## config.mk

```make
export PLATFORM = sky130hd
export DESIGN_NAME = sha1_message_digest
export DESIGN_NICKNAME = d
export VERILOG_FILES = /design/src/design/sha1md_pkg.sv /design/src/design/sha1md_dp.sv /design/src/design/sha1md_ctrl.sv /design/src/design/sha1_message_digest.sv
export SDC_FILE = /design/constraint.sdc
export NUM_CORES = 2
export LEC_CHECK = 0
export ABC_AREA = 1
export BUFFER_PORTS_ARGS = -buffer_cell sky130_fd_sc_hd__clkbuf_2
export CAP_MARGIN = 5
export CELL_PAD_IN_SITES_DETAIL_PLACEMENT = 1
export CELL_PAD_IN_SITES_GLOBAL_PLACEMENT = 1
export CORE_MARGIN = 2
export CORE_UTILIZATION = 40
export CTS_BUF_LIST = sky130_fd_sc_hd__clkbuf_2
export DETAILED_ROUTE_END_ITERATION = 8
export PLACE_DENSITY_LB_ADDON = 0.1
export SLEW_MARGIN = 20
export SYNTH_ARGS = -nofsm -noshare
export SYNTH_HDL_FRONTEND = slang
export SYNTH_HIERARCHICAL = 1
export SYNTH_SLANG_ARGS = --single-unit
```

## constraint.sdc

```tcl
create_clock -name clk -period 9 [get_ports clk]
set_clock_uncertainty 0.15 [all_clocks]
set_input_delay 1.8 -clock clk [delete_from_list [all_inputs] [get_ports clk]]
set_output_delay 1.8 -clock clk [all_outputs]
set_load 0.005 [all_outputs]
```

## src/design/sha1md_pkg.sv

```systemverilog
`timescale 1ns / 1ps

package sha1md_pkg;

	// Initial chaining value h0..h4
	localparam logic [31:0] H_INIT [0:4] = '{
		32'h67452301, 32'hEFCDAB89, 32'h98BADCFE, 32'h10325476, 32'hC3D2E1F0
	};

	// Round constants, one per group of twenty rounds
	localparam logic [31:0] K_CH   = 32'h5A827999;
	localparam logic [31:0] K_PAR1 = 32'h6ED9EBA1;
	localparam logic [31:0] K_MAJ  = 32'h8F1BBCDC;
	localparam logic [31:0] K_PAR2 = 32'hCA62C1D6;

	localparam logic [7:0] PAD_MARK = 8'h80;

	localparam int ROUNDS    = 80;
	localparam int ROUND_W   = 7;
	localparam int WORD_SEL_W = 3;
	localparam logic [WORD_SEL_W-1:0] LAST_WORD = 3'd4;

	typedef struct packed {
		logic [7:0] msg_byte;
		logic       byte_present;
		logic       end_of_message;
	} sha1md_in_t;

	typedef struct packed {
		logic [31:0] digest_word;
		logic        digest_last;
	} sha1md_out_t;

	// Round function group
	typedef enum logic [1:0] {
		PH_CH,
		PH_PAR1,
		PH_MAJ,
		PH_PAR2
	} phase_t;

	// Source of the byte written into the block
	typedef enum logic [1:0] {
		SRC_MSG,
		SRC_MARK,
		SRC_ZERO,
		SRC_LEN
	} byte_src_t;

	typedef enum logic [2:0] {
		S_IDLE,
		S_ROUND,
		S_ADD,
		S_PAD,
		S_OUT
	} state_t;

	typedef struct packed {
		logic                  write_byte;
		byte_src_t             src;
		logic                  count_msg;
		logic                  load_vars;
		logic                  round_en;
		phase_t                phase;
		logic                  add_chain;
		logic [WORD_SEL_W-1:0] out_sel;
		logic                  restart;
	} sha1md_cmd_t;

	typedef struct packed {
		logic pos_end;   // write position is the last byte of the block
		logic pos_tail;  // write position is in the length field
	} sha1md_stat_t;

endpackage

```

## src/design/sha1md_dp.sv

```systemverilog
`timescale 1ns / 1ps

module sha1md_dp (
	input  logic                     clk,
	input  logic                     arst_n,
	input  sha1md_pkg::sha1md_in_t   in_data,
	input  sha1md_pkg::sha1md_cmd_t  cmd,
	output sha1md_pkg::sha1md_stat_t stat,
	output sha1md_pkg::sha1md_out_t  out_data
);
	import sha1md_pkg::*;

	logic [31:0] block_q [0:15];
	logic [31:0] a_q, b_q, c_q, d_q, e_q;
	logic [31:0] chain_q [0:4];
	logic [60:0] count_q;
	logic [5:0]  pos_q;

	logic [63:0] bit_len;
	logic [63:0] len_shift;
	logic [7:0]  wr_byte;
	logic [1:0]  lane;
	logic [31:0] w_mix;
	logic [31:0] w_next;
	logic [31:0] f_val;
	logic [31:0] k_val;
	logic [31:0] t_val;

	// Pick the byte to store: message, marker, zero or length
	assign bit_len   = {count_q, 3'b000};
	assign len_shift = bit_len << {pos_q[2:0], 3'b000};
	always_comb begin
		case (cmd.src)
			SRC_MSG:  wr_byte = in_data.msg_byte;
			SRC_MARK: wr_byte = PAD_MARK;
			SRC_ZERO: wr_byte = 8'h00;
			SRC_LEN:  wr_byte = len_shift[63:56];
			default:  wr_byte = 8'h00;
		endcase
	end

	// Big-endian lane within the word
	assign lane = ~pos_q[1:0];

	// Next schedule word from the window taps
	assign w_mix  = block_q[13] ^ block_q[8] ^ block_q[2] ^ block_q[0];
	assign w_next = {w_mix[30:0], w_mix[31]};

	// Block store: byte writes while filling, window shift while compressing
	always_ff @(posedge clk) begin
		if (cmd.round_en) begin
			for (int i = 0; i < 15; i++) begin
				block_q[i] <= block_q[i+1];
			end
			block_q[15] <= w_next;
		end else if (cmd.write_byte) begin
			block_q[pos_q[5:2]][{lane, 3'b000} +: 8] <= wr_byte;
		end
	end

	// Round function and constant
	always_comb begin
		case (cmd.phase)
			PH_CH: begin
				f_val = (b_q & c_q) | (~b_q & d_q);
				k_val = K_CH;
			end
			PH_PAR1: begin
				f_val = b_q ^ c_q ^ d_q;
				k_val = K_PAR1;
			end
			PH_MAJ: begin
				f_val = (b_q & c_q) | (b_q & d_q) | (c_q & d_q);
				k_val = K_MAJ;
			end
			PH_PAR2: begin
				f_val = b_q ^ c_q ^ d_q;
				k_val = K_PAR2;
			end
			default: begin
				f_val = 32'h0;
				k_val = 32'h0;
			end
		endcase
	end

	assign t_val = {a_q[26:0], a_q[31:27]} + f_val + e_q + k_val + block_q[0];

	// Working variables: load from chain, then one round per cycle
	always_ff @(posedge clk) begin
		if (cmd.load_vars) begin
			a_q <= chain_q[0];
			b_q <= chain_q[1];
			c_q <= chain_q[2];
			d_q <= chain_q[3];
			e_q <= chain_q[4];
		end else if (cmd.round_en) begin
			e_q <= d_q;
			d_q <= c_q;
			c_q <= {b_q[1:0], b_q[31:2]};
			b_q <= a_q;
			a_q <= t_val;
		end
	end

	// Chaining value: fold in the compressed block, restart per message
	always_ff @(posedge clk or negedge arst_n) begin
		if (!arst_n) begin
			for (int i = 0; i < 5; i++) begin
				chain_q[i] <= H_INIT[i];
			end
		end else if (cmd.restart) begin
			for (int i = 0; i < 5; i++) begin
				chain_q[i] <= H_INIT[i];
			end
		end else if (cmd.add_chain) begin
			chain_q[0] <= chain_q[0] + a_q;
			chain_q[1] <= chain_q[1] + b_q;
			chain_q[2] <= chain_q[2] + c_q;
			chain_q[3] <= chain_q[3] + d_q;
			chain_q[4] <= chain_q[4] + e_q;
		end
	end

	// Advance write position and message byte count
	always_ff @(posedge clk or negedge arst_n) begin
		if (!arst_n) begin
			pos_q   <= '0;
			count_q <= '0;
		end else if (cmd.restart) begin
			pos_q   <= '0;
			count_q <= '0;
		end else if (cmd.write_byte) begin
			pos_q <= pos_q + 6'd1;
			if (cmd.count_msg) begin
				count_q <= count_q + 61'd1;
			end
		end
	end

	assign stat.pos_end  = &pos_q;
	assign stat.pos_tail = &pos_q[5:3];

	// Present the selected digest word
	always_comb begin
		out_data.digest_last = (cmd.out_sel == LAST_WORD);
		case (cmd.out_sel)
			3'd0:    out_data.digest_word = chain_q[0];
			3'd1:    out_data.digest_word = chain_q[1];
			3'd2:    out_data.digest_word = chain_q[2];
			3'd3:    out_data.digest_word = chain_q[3];
			3'd4:    out_data.digest_word = chain_q[4];
			default: out_data.digest_word = 32'h0;
		endcase
	end

endmodule

```

## src/design/sha1md_ctrl.sv

```systemverilog
`timescale 1ns / 1ps

module sha1md_ctrl (
	input  logic                     clk,
	input  logic                     arst_n,
	input  logic                     in_valid,
	output logic                     in_ready,
	input  sha1md_pkg::sha1md_in_t   in_data,
	output logic                     out_valid,
	input  logic                     out_ready,
	input  sha1md_pkg::sha1md_stat_t stat,
	output sha1md_pkg::sha1md_cmd_t  cmd
);
	import sha1md_pkg::*;

	state_t                state_q, state_d;
	logic [ROUND_W-1:0]    round_q, round_d;
	logic [WORD_SEL_W-1:0] word_q, word_d;
	logic                  end_q, end_d;
	logic                  pad_q, pad_d;
	logic                  first_q, first_d;
	logic                  len_ok_q, len_ok_d;

	// Hold state and counters
	always_ff @(posedge clk or negedge arst_n) begin
		if (!arst_n) begin
			state_q  <= S_IDLE;
			round_q  <= '0;
			word_q   <= '0;
			end_q    <= 1'b0;
			pad_q    <= 1'b0;
			first_q  <= 1'b0;
			len_ok_q <= 1'b0;
		end else begin
			state_q  <= state_d;
			round_q  <= round_d;
			word_q   <= word_d;
			end_q    <= end_d;
			pad_q    <= pad_d;
			first_q  <= first_d;
			len_ok_q <= len_ok_d;
		end
	end

	// Next state and commands
	always_comb begin
		state_d  = state_q;
		round_d  = round_q;
		word_d   = word_q;
		end_d    = end_q;
		pad_d    = pad_q;
		first_d  = first_q;
		len_ok_d = len_ok_q;
		in_ready  = 1'b0;
		out_valid = 1'b0;

		cmd            = '0;
		cmd.src        = SRC_MSG;
		cmd.out_sel    = word_q;
		if (round_q < ROUND_W'(20)) begin
			cmd.phase = PH_CH;
		end else if (round_q < ROUND_W'(40)) begin
			cmd.phase = PH_PAR1;
		end else if (round_q < ROUND_W'(60)) begin
			cmd.phase = PH_MAJ;
		end else begin
			cmd.phase = PH_PAR2;
		end

		case (state_q)
			S_IDLE: begin
				in_ready = 1'b1;
				if (in_valid) begin
					if (in_data.byte_present) begin
						cmd.write_byte = 1'b1;
						cmd.count_msg  = 1'b1;
						cmd.src        = SRC_MSG;
						if (stat.pos_end) begin
							cmd.load_vars = 1'b1;
							end_d   = in_data.end_of_message;
							state_d = S_ROUND;
						end else if (in_data.end_of_message) begin
							pad_d   = 1'b1;
							first_d = 1'b1;
							state_d = S_PAD;
						end
					end else if (in_data.end_of_message) begin
						pad_d   = 1'b1;
						first_d = 1'b1;
						state_d = S_PAD;
					end
				end
			end
			S_ROUND: begin
				cmd.round_en = 1'b1;
				if (round_q == ROUND_W'(ROUNDS - 1)) begin
					round_d = '0;
					state_d = S_ADD;
				end else begin
					round_d = round_q + ROUND_W'(1);
				end
			end
			S_ADD: begin
				cmd.add_chain = 1'b1;
				if (pad_q) begin
					if (len_ok_q) begin
						state_d = S_OUT;
					end else begin
						len_ok_d = 1'b1;
						state_d  = S_PAD;
					end
				end else if (end_q) begin
					end_d   = 1'b0;
					pad_d   = 1'b1;
					first_d = 1'b1;
					state_d = S_PAD;
				end else begin
					state_d = S_IDLE;
				end
			end
			S_PAD: begin
				// Write marker first, then zeros, then the length field
				cmd.write_byte = 1'b1;
				if (first_q) begin
					cmd.src  = SRC_MARK;
					first_d  = 1'b0;
					len_ok_d = ~stat.pos_tail;
				end else if (len_ok_q && stat.pos_tail) begin
					cmd.src = SRC_LEN;
				end else begin
					cmd.src = SRC_ZERO;
				end
				if (stat.pos_end) begin
					cmd.load_vars = 1'b1;
					state_d = S_ROUND;
				end
			end
			S_OUT: begin
				out_valid = 1'b1;
				if (out_ready) begin
					if (word_q == LAST_WORD) begin
						cmd.restart = 1'b1;
						word_d   = '0;
						pad_d    = 1'b0;
						len_ok_d = 1'b0;
						state_d  = S_IDLE;
					end else begin
						word_d = word_q + WORD_SEL_W'(1);
					end
				end
			end
			default: begin
				state_d = S_IDLE;
			end
		endcase
	end

`ifndef SYNTHESIS
	a_no_overlap: assert property (@(posedge clk) disable iff (!arst_n)
		!(in_ready && out_valid))
		else $error("input and output handshakes open together");

	a_round_range: assert property (@(posedge clk) disable iff (!arst_n)
		(state_q == S_ROUND) |-> (round_q < ROUND_W'(ROUNDS)))
		else $error("round counter past last round");

	a_word_range: assert property (@(posedge clk) disable iff (!arst_n)
		(state_q == S_OUT) |-> (word_q <= LAST_WORD))
		else $error("digest word select out of range");

	a_done_idle: assert property (@(posedge clk) disable iff (!arst_n)
		(out_valid && out_ready && word_q == LAST_WORD) |=> (state_q == S_IDLE))
		else $error("no return to idle after last digest word");

	a_round_start: assert property (@(posedge clk) disable iff (!arst_n)
		(state_q == S_ROUND && $past(state_q) != S_ROUND) |-> (round_q == '0))
		else $error("compression started at nonzero round");
`endif

endmodule

```

## src/design/sha1_message_digest.sv

```systemverilog
`timescale 1ns / 1ps

// SHA-1 hash of a byte stream. Send one byte per request with byte_present
// set; set end_of_message on the last request (byte_present may be 0 there,
// which also allows an empty message). Message bytes are taken one per cycle
// until a 64-byte block fills; the byte that fills it starts a compression of
// 80 rounds, one per cycle on a single round unit, after which the result is
// folded into the chaining value. No input is taken while a block compresses.
// After the end request, padding is written one byte per cycle up to the
// block end (a second block of padding when the length no longer fits), with
// one or two compressions, then the five digest words h0..h4 come out, h4 with
// digest_last set. The block is ready for the next message once h4 is taken.

module sha1_message_digest (
	input  logic                    clk,
	input  logic                    arst_n,
	input  logic                    in_valid,
	output logic                    in_ready,
	input  sha1md_pkg::sha1md_in_t  in_data,
	output logic                    out_valid,
	input  logic                    out_ready,
	output sha1md_pkg::sha1md_out_t out_data
);
	import sha1md_pkg::*;

	sha1md_cmd_t  cmd;
	sha1md_stat_t stat;

	sha1md_ctrl u_ctrl (
		.clk       (clk),
		.arst_n    (arst_n),
		.in_valid  (in_valid),
		.in_ready  (in_ready),
		.in_data   (in_data),
		.out_valid (out_valid),
		.out_ready (out_ready),
		.stat      (stat),
		.cmd       (cmd)
	);

	sha1md_dp u_dp (
		.clk      (clk),
		.arst_n   (arst_n),
		.in_data  (in_data),
		.cmd      (cmd),
		.stat     (stat),
		.out_data (out_data)
	);

endmodule
```

==> flow_results.org <==
** Status
- The run finished with clean final reports.

** Worst setup path
- The number of cells on the worst reg-to-reg path is 26.
- Required time of the critical path :: 7.05 ns
- On the critical path the largest part of the delay comes from compound AO/OA/AOI/OAI gates.
- Number of gates on the worst path with buffers counted :: 7
- The setup path with the least slack is of type reg2out.
- Among all stages on the critical path, the largest delay is contributed by sky130_fd_sc_hd__a221oi_1.
- Total buffers and inverters traversed by the critical path :: 4
- The signal on the critical path passes through inv_1 -> nand3_1 -> clkinv_1 -> buf_4 -> a221oi_1 -> nand2_1 -> clkbuf_2.
- STA classifies the critical path startpoint as a flop.
- Worst Path Max Fanout :: 24
- Arrival time reported for the critical path endpoint :: 4.90 ns
- In this design, the stage delay of the slowest critical-path cell is 1.02 ns.
- STA classifies the critical path endpoint as a primary output.

** Timing
- Slew Limit Fails :: 0
- Setup violations remaining at the end of the flow were counted as 0.
- Headroom to the max-slew limit came out at 0.210.
- Crit share post-route :: 0.761
- Setup slack closes at 2.15 ns.
- Unrepaired setup endpoints after global routing :: no
- For the pin with the worst max-slew slack, the measured transition is 1.18 ns.
- TNS Setup :: 0 ns
- Fmax :: 146 MHz
- The smallest clock period supported by the final layout is computed as 6.85 ns.
- Final hold violations :: 0
- Post-route worst hold slack :: 0.270 ns

** Clock tree
- CTS built an H-tree with a depth of 5.
- Number of buffers on the longest clock path :: 4
- The number of gates resized after CTS was 0.
- After clock tree synthesis, the clock-pin slew on the worst setup and hold paths is 0.09 ns.
- TritonCTS built the clock tree.
- Number of buffers inserted during clock tree synthesis :: 283
- The root buffer cell chosen for the clock tree is sky130_fd_sc_hd__clkbuf_2.
- Clk Latency, worst-skew pair :: 1.74 ns
- Clk sinks :: 916

** Detailed routing
- Final wirelength :: 250000 um
- Iteration-0 DRC Markers :: 4336
- Dividing the detail-routed wire length by the instance count gives 24.3 um.
- The routed layout has 55600 vias.
- After detailed routing, the number of remaining DRC violations is 0.
- Number of antenna-violating nets in the routed design :: 0
- Routed via count divided by cell count :: 5.39
- First-pass iteration count of the detailed router :: 7

** Worst hold path
- The path class of the tightest hold or removal check is reg2reg.
- Along the worst hold path, the cell count comes to 2.

** Yosys
- Of the total synthesized cell area, the portion taken by full adders, half adders and majority gates is 0.0837.
- Number of nets produced by synthesis :: 8304
- After synthesis, the share of cell area in mux cells is 0.00132.
- A synthesized cell averages 7.63 sq um.
- By area, the combinational part of the netlist is dominated by simple AND/OR/NAND/NOR gates.
- The share of synthesized area in the top cell type comes to 0.332.
- Mapped Cells :: 7959
- Yosys printed 6 warnings.
- Sequential-to-total area share from yosys stat :: 0.435
- Async SR Flop Fraction :: 0.266
- Syn Std Cell Area :: 60700 sq um
- Of the total synthesized cell area, the portion taken by XOR and XNOR cells is 0.0221.
- Synth Flop Type :: sky130_fd_sc_hd__edfxtp_1
- In this run, synthesis inferred 672 flip-flops with an integrated enable.
- In this run, synthesis produced a sequential element count of 916.
- Of the total synthesized cell area, the portion taken by AND, OR, NAND and NOR gates is 0.270.
- The netlist uses 58 different library cells.
- Compound-cell area share of the yosys netlist :: 0.0978
- Library cell occupying the most area in the post-synthesis netlist :: sky130_fd_sc_hd__edfxtp_1
- Yosys attributes the largest share of cell area to sky130_fd_sc_hd__edfxtp_1, sky130_fd_sc_hd__nand2_1, sky130_fd_sc_hd__inv_1, sky130_fd_sc_hd__dfrtp_1, sky130_fd_sc_hd__o21ai_0.

** Finish
- Multi-input combinational cell area :: 28900 sq um
- Relative to the synthesized area, the layout overhead comes to 7.50%.
- Filler cells :: 19000
- Final design instance area without fill :: 65300 sq um
- Area of all sequential standard cells :: 26400 sq um
- Fraction of layout cells with a size suffix above 1 :: 0.0826
- The net count of the finished layout is 8442.

** Placed design
- After detailed placement, the total cell area comes to 62900 sq um.
- Detailed placement HPWL :: 191000 um
- Minimum setup slack after placement :: 2.34 ns
- Number of port buffers :: 48
- Last weighted congestion value of the routability-driven placer :: 1.03

** Global route
- The initial antenna violation count was 8.
- The first global-routing pass estimated 369000 um of wire.
- Summed over all layers, the global routing overflow is 0.
- The via count of the first global-routing pass is 56100.
- Entering global routing, the biggest net connects 183 pins.
- For this run, the total global-route usage over all layers was measured as 0.319.

** Floorplanning
- Core Footprint :: 150000 sq um
- The die is 394 um tall.
- I/O pins :: 49
- The die is 394 um wide.
- The die covers 155000 sq um.
- For this configuration, the core starts out at a cell density of 0.404.
- Number of rows created at floorplan :: 142

** Flow run
- Across the run, the number of max-cap violations was 0.
tightest hold or removal path, cell delays in order (launching register included):
cell	delay, ns
sky130_fd_sc_hd__edfxtp_1	0.33
sky130_fd_sc_hd__nand2_1	0.05
sky130_fd_sc_hd__o21ai_0	0.06
metrics by stage:
| step | cells | util |
|---|---|---|
| 6_report | 10300 | 0.434 |
| 5_1_grt | 10300 | 0.434 |
| 4_1_cts | 10300 | 0.434 |
| 3_5_place_dp | 9827 | 0.418 |
| 3_3_place_gp | 9827 | 0.418 |
| 2_1_floorplan | 7959 | - |
kinds of logic (layout without fill, tap and decap cells):
family / Yosys count / after routing
AO/OA/AOI/OAI: 1104 / 1104
XOR/XNOR: 153 / 153
adder cells (fa/ha/maj): 331 / 331
buffers and inverters: 1429 / 1760
flip-flops: 916 / 916
multiplexers: 8 / 8
other: 0 / 11
AND/OR/NAND/NOR: 4018 / 4018
final cells by class:
class	count	area share
Clock inverter	63	0.00462
Sequential cell	916	0.404
Multi-Input combinational cell	5614	0.442
Tap cell	2016	0.0386
Antenna cell	11	0.000422
Inverter	1195	0.0688
Timing Repair Buffer	87	0.00912
Clock buffer	415	0.0318
registers in the layout, indices dropped and copies added, names as in the netlist:
register,count
u_ctrl/len_ok_q,1
u_ctrl/word_q,3
u_dp/pos_q,6
u_dp/e_q,32
u_ctrl/pad_q,1
u_ctrl/end_q,1
u_ctrl/round_q,7
u_dp/chain_q,160
u_dp/d_q,32
u_dp/a_q,32
u_ctrl/state_q,3
u_dp/count_q,61
u_dp/c_q,32
u_dp/b_q,32
u_dp/block_q,512
u_ctrl/first_q,1
Yosys cell counts, drive strengths merged, types with 9 or more instances:
master  count
a22oi      31
a21oi     240
dfrtp     164
o21bai     41
ha        206
or2        27
nand4     124
xnor2     108
nor2      538
o221ai      9
and2       21
nor3       78
nand3b     11
buf        76
nand3     405
inv      1187
dfstp      80
a221oi     10
nand2    2801
xor2       45
clkbuf    158
o21ai     689
edfxtp    672
fa        125
o22ai      48
worst paths after layout:
kind,slack (ns),from,to
setup / recovery,2.15,u_ctrl/word_q[2],out_data[22]
setup reg to reg,2.20,u_ctrl/round_q[4],u_dp/a_q[22]
min in group asynchronous,0.58,arst_n,u_dp/chain_q[88]
max in group asynchronous,6.79,arst_n,u_dp/pos_q[1]
hold reg to reg,0.27,u_dp/block_q[4][13],u_dp/block_q[3][13]
hold / removal,0.27,u_dp/block_q[4][13],u_dp/block_q[3][13]
cell usage in the layout (no fill, tap or decap), types with 34 or more instances in the layout:
| cell | n |
|---|---|
| sky130_fd_sc_hd__buf_4 | 34 |
| sky130_fd_sc_hd__o22ai_1 | 48 |
| sky130_fd_sc_hd__xnor2_1 | 108 |
| sky130_fd_sc_hd__xor2_1 | 45 |
| sky130_fd_sc_hd__o21ai_0 | 669 |
| sky130_fd_sc_hd__edfxtp_1 | 672 |
| sky130_fd_sc_hd__nand4_1 | 116 |
| sky130_fd_sc_hd__nor2_1 | 519 |
| sky130_fd_sc_hd__clkbuf_2 | 462 |
| sky130_fd_sc_hd__nand2_1 | 2792 |
| sky130_fd_sc_hd__dfrtp_1 | 164 |
| sky130_fd_sc_hd__ha_1 | 204 |
| sky130_fd_sc_hd__o21bai_1 | 41 |
| sky130_fd_sc_hd__dfstp_2 | 80 |
| sky130_fd_sc_hd__nor3_1 | 73 |
| sky130_fd_sc_hd__inv_1 | 1174 |
| sky130_fd_sc_hd__clkinv_1 | 53 |
| sky130_fd_sc_hd__nand3_1 | 402 |
| sky130_fd_sc_hd__a21oi_1 | 240 |
| sky130_fd_sc_hd__fa_1 | 125 |
metal layers:
layer	GRT usage	vias up	wire length [um]
li1	-	26100	-
met1	0.418	27200	107000
met2	0.507	1871	113000
met3	0.0522	518	16300
met4	0.167	2	14500
met5	0	-	15
timing repair:
| item | CTS | global route |
|---|---|---|
| endpoints found under the hold margin | 35 | 0 |
| hold buffers | 1 | 0 |
| buffers inserted | 0 | 0 |
Power is not shown: default switching activity piles up to over one toggle a cycle in this logic, so the estimate is an artifact.
